==> src/hdl/longest_prefix_route_lookup_core_defines.svh <==
// ----------------------------------------------------------------------------
// longest_prefix_route_lookup_core_defines
// assertion macros for the route lookup core, sampled on clk, off in reset
// ----------------------------------------------------------------------------
`ifndef LONGEST_PREFIX_ROUTE_LOOKUP_CORE_DEFINES_SVH
`define LONGEST_PREFIX_ROUTE_LOOKUP_CORE_DEFINES_SVH

// same-cycle implication
`define LPRL_ASSERT_IMP(lbl, cond, prop, msg) \
  lbl: assert property (@(posedge clk) disable iff (!rst_n) (cond) |-> (prop)) \
    else $error(msg);

// next-cycle implication
`define LPRL_ASSERT_NXT(lbl, cond, prop, msg) \
  lbl: assert property (@(posedge clk) disable iff (!rst_n) (cond) |=> (prop)) \
    else $error(msg);

`endif

==> src/hdl/lprl_ram.sv <==
// ----------------------------------------------------------------------------
// lprl_ram
// generic single write port, single read port ram with registered read data
// ----------------------------------------------------------------------------
module lprl_ram #(
  parameter int WIDTH = 8,
  parameter int DEPTH = 16
) (
  input  logic                     clk,
  input  logic                     we,
  input  logic [$clog2(DEPTH)-1:0] waddr,
  input  logic [WIDTH-1:0]         wdata,
  input  logic [$clog2(DEPTH)-1:0] raddr,
  output logic [WIDTH-1:0]         rdata
);

  logic [WIDTH-1:0] mem_r [DEPTH];
  logic [WIDTH-1:0] rdata_r;

  always_ff @(posedge clk) begin
    if (we) begin
      mem_r[waddr] <= wdata;
    end
    rdata_r <= mem_r[raddr];
  end

  assign rdata = rdata_r;

endmodule

==> config.mk <==
export PLATFORM = sky130hd
export DESIGN_NAME = lprl_ram
export DESIGN_NICKNAME = d
export VERILOG_FILES = /design/src/hdl/longest_prefix_route_lookup_core_defines.svh /design/src/hdl/lprl_ram.sv
export SDC_FILE = /design/constraint.sdc
export NUM_CORES = 1
export LEC_CHECK = 0
export BUFFER_PORTS_ARGS = -buffer_cell sky130_fd_sc_hd__buf_2
export CAP_MARGIN = 20
export CORE_ASPECT_RATIO = 1.75
export CORE_MARGIN = 10
export CORE_UTILIZATION = 36
export DETAILED_ROUTE_END_ITERATION = 7
export PLACE_DENSITY = 0.57
export SLEW_MARGIN = 20
export SYNTH_ARGS = -nofsm -noshare
export SYNTH_HDL_FRONTEND = slang
export SYNTH_SLANG_ARGS = --single-unit
export TNS_END_PERCENT = 50
==> constraint.sdc <==
create_clock -name clk -period 2.5 [get_ports clk]
set_clock_uncertainty 0.15 [all_clocks]
set_input_delay 0.375 -clock clk [delete_from_list [all_inputs] [get_ports clk]]
set_output_delay 0.375 -clock clk [all_outputs]
set_load 0.05 [all_outputs]
==> results.py <==
metrics = {
    "critical_path": {
        "worstPathMaxFanout": 1,
        "critPathSlowestCell": "dfxtp_1",
        "worst_r2r_endpoint": "rdata[2]",
        "worst_path_arrival_ns": 1.04,
        "rr_worst_depth": 3,
        "crit_chain": "buf_2",
        "setup.worst_path.end_class": "primary output",
        "cp_top_family": "flip-flops",
        "timing_worst_setup_path_type": "flop to primary output",
        "worst_setup_path_start_kind": "flop",
        "worstPathBufferInverterCount": 1,
        "setup.reg_to_reg.worst_slack_ns": 1.02,
        "cpPeakStageDelay_ns": 0.34,
        "reg2reg_start": "mem_r[1][2]",
        "timing.critical_path.required_ns": 1.98,
    },
    "finish": {
        "mostFrequentLayoutCells": "edfxtp_1 (128), buf_2 (25), buf_4 (19)",
        "net_count_reported_at_finish": 302,
        "post_layout_nonfiller_instances": 474,
        "layout-drive-gt1-share_pct": 31.65,
        "area.growth.synth_to_final_pct": 20.52,
        "count_of_antenna_diodes_in_the_layout": 0,
        "layout_commonest_cell": "edfxtp_1",
    },
    "pwr": {
        "vdd_drop_max_v": 0.0004834,
        "power_per_standard_cell_area_mw_per_mm2": 872.6,
        "p_leak_nw": 2.109,
    },
    "logic_synthesis": {
        "cell_variety_after_synth": 19,
        "avgSynthCellArea_sq_um": 22.48,
        "synthCells": 229,
        "synth_fp_nets": 247,
        "synth_seq_cells": 136,
        "synth-warning-count": 0,
        "synth-seq-area-share_pct": 77.78,
        "synthesized_area_sq_mm": 0.005147,
    },
    "drt": {
        "wl_um": 10100,
        "postRouteAntennaNets": 0,
        "drcViolationCount": 0,
        "detail_route.vias_per_cell": 5.055,
        "detail_route.wl_per_cell_um": 21.31,
        "routed-via-count": 2396,
        "drtPass1Iterations": 4,
        "first_iter_violations": 131,
    },
    "timing": {
        "slew_viol_final": 0,
        "fin_crit_ns": 1.560,
        "maxSlewHeadroom_pct": 51.04,
        "transition_time_of_the_tightest_slew_check_pin_ns": 0.7317,
        "finalHoldViolCount": 0,
        "final.period_utilization_pct": 62.40,
        "final-setup-viol-count": 0,
        "clock.fmax_ghz": 0.6410,
        "rsz0062_at_grt": "no",
        "setup_tns_ns": 0,
    },
    "outcome": {
        "status": "completed",
    },
    "cts": {
        "tritoncts_clock_tree": "built",
        "max-clock-path-buffers": 2,
        "cts_hold_repair.buffers": 0,
        "clock_sink_count": 136,
        "post_cts.resized_instances": 0,
        "post_cts.repair.setup_buffers": 0,
        "cts_made_buffers": 17,
        "clock_transition_at_the_registers_of_the_reported_paths_ns": 0.06,
        "clock_latency_ns": 0.41,
        "cts-htree-levels": 4,
        "root_driver": "clkbuf_16",
    },
    "floorplanning": {
        "die_width_um": 110.4,
        "fp.dieArea_sq_mm": 0.01967,
        "row_count": 57,
        "io_pins": 26,
        "starting_density_pct": 36.82,
        "fp.coreArea_sq_mm": 0.01398,
        "die_y_um": 178.2,
    },
    "worst_hold_path": {
        "hold_path.startpoint": "wdata[6]",
        "worst_hold_path_depth": 1,
        "whs_endpoint": "mem_r[4][6]",
        "worstHoldPathType": "primary input to flop",
    },
    "flow_run": {
        "timing.max_cap.violations": 0,
    },
    "placement": {
        "placement.io_buffers": 25,
        "hpwlAfterDp_um": 6931,
        "routabilityCongestion": 0.7826,
        "numPlacedInstances": 442,
    },
    "global_route": {
        "number_of_global_route_vias_before_repair": 2664,
        "grt_total_usage_pct": 11.23,
        "grt_max_degree": 33,
        "gr_ovfl_total": 0,
        "initial_antenna_violation_count": 0,
        "grt_pass1_wl_um": 15610,
    },
}
## kinds of logic (layout without fill, tap and decap cells)
logic type | after synthesis | count (layout) | share of synthesized area [%]
multiplexers | 32 | 32 | 15.02
AO/OA/AOI/OAI | 16 | 16 | 2.334
buffers and inverters | 10 | 78 | 1.677
flip-flops | 136 | 136 | 77.78
AND/OR/NAND/NOR | 35 | 35 | 3.184
## final cells by class
cell class | instances | area, sq um
sequential | 136 | 4004
tap | 177 | 221.5
timing repair buffer | 46 | 307.8
multi-input combinational | 83 | 1057
clock inverter | 12 | 176.4
fill | 1231 | 7775
clock buffer | 20 | 436.7
## how the worst max path moves through the flow
stage,startpoint,endpoint,slack [ns],cells past startpoint
floorplan,waddr[2],mem_r[0][0],0.48,2
global placement,raddr[0],rdata[2],0.52,5
detailed placement,raddr[0],rdata[3],0.51,5
CTS,rdata[7],rdata[7],0.91,1
global route,raddr[0],rdata[2],0.89,5
finish,rdata[0],rdata[0],0.94,1
## sequential cells by signal, indices dropped and copies added, names as in the netlist
| signal | flops |
|---|---|
| mem_r | 128 |
| rdata | 8 |
## cells in the mapped netlist
master           instances  area share [%]
buf_4                    1            0.15
nor3_1                   4            0.39
buf_6                    3            0.66
nand2b_1                 2            0.24
nand3b_1                 2            0.29
and2_1                   1            0.12
nor2_1                  13            0.95
nor2b_1                  1            0.12
buf_2                    3            0.29
dfxtp_1                  8             3.1
and2b_1                  1            0.15
mux4_1                  14             7.1
or3b_2                   1            0.17
mux4_2                  18             7.9
clkdlybuf4s25_2          3            0.58
nand3_1                  1           0.097
a22oi_1                 16             2.3
nand2_1                  9            0.66
edfxtp_1               128              75
## metrics by stage
| stage | utilization [%] | power, mW | setup WS, ns | instance area, sq um | hold slack (ns) |
|---|---|---|---|---|---|
| 2_1_floorplan | - | 2.790 | 0.4821 | 5147 | 0.3239 |
| 3_5_place_dp | 39.99 | 2.904 | 0.5147 | 5590 | 0.5183 |
| 5_1_grt | 44.38 | 5.600 | 0.8890 | 6203 | 0.1827 |
| 6_report | 44.38 | 5.413 | 0.9399 | 6203 | 0.1854 |
| 4_1_cts | 44.38 | 5.463 | 0.9122 | 6203 | 0.1677 |
| 3_3_place_gp | 39.99 | 2.897 | 0.5165 | 5590 | 0.5092 |
## power by group
part	internal, mW	switching, mW
Sequential	2.55	0.0137
Combinational	0.103	0.183
Clock	1.67	0.896
Total	4.32	1.09
## worst reg2reg max path: stages, from the launching register on
cell and delay [ns]:
edfxtp_1 0.35, mux4_1 0.51, a22oi_1 0.27, nand2_1 0.08
## layer usage
layer / global-route usage [%] / routed length (um) / up-vias
li1: - / - / 1081
met1: 11.85 / 3864 / 1247
met2: 19.21 / 5681 / 52
met3: 3.831 / 357 / 16
met4: 5.645 / 196 / 0
met5: 0 / 0 / -
(Power assumes the default switching activity.)
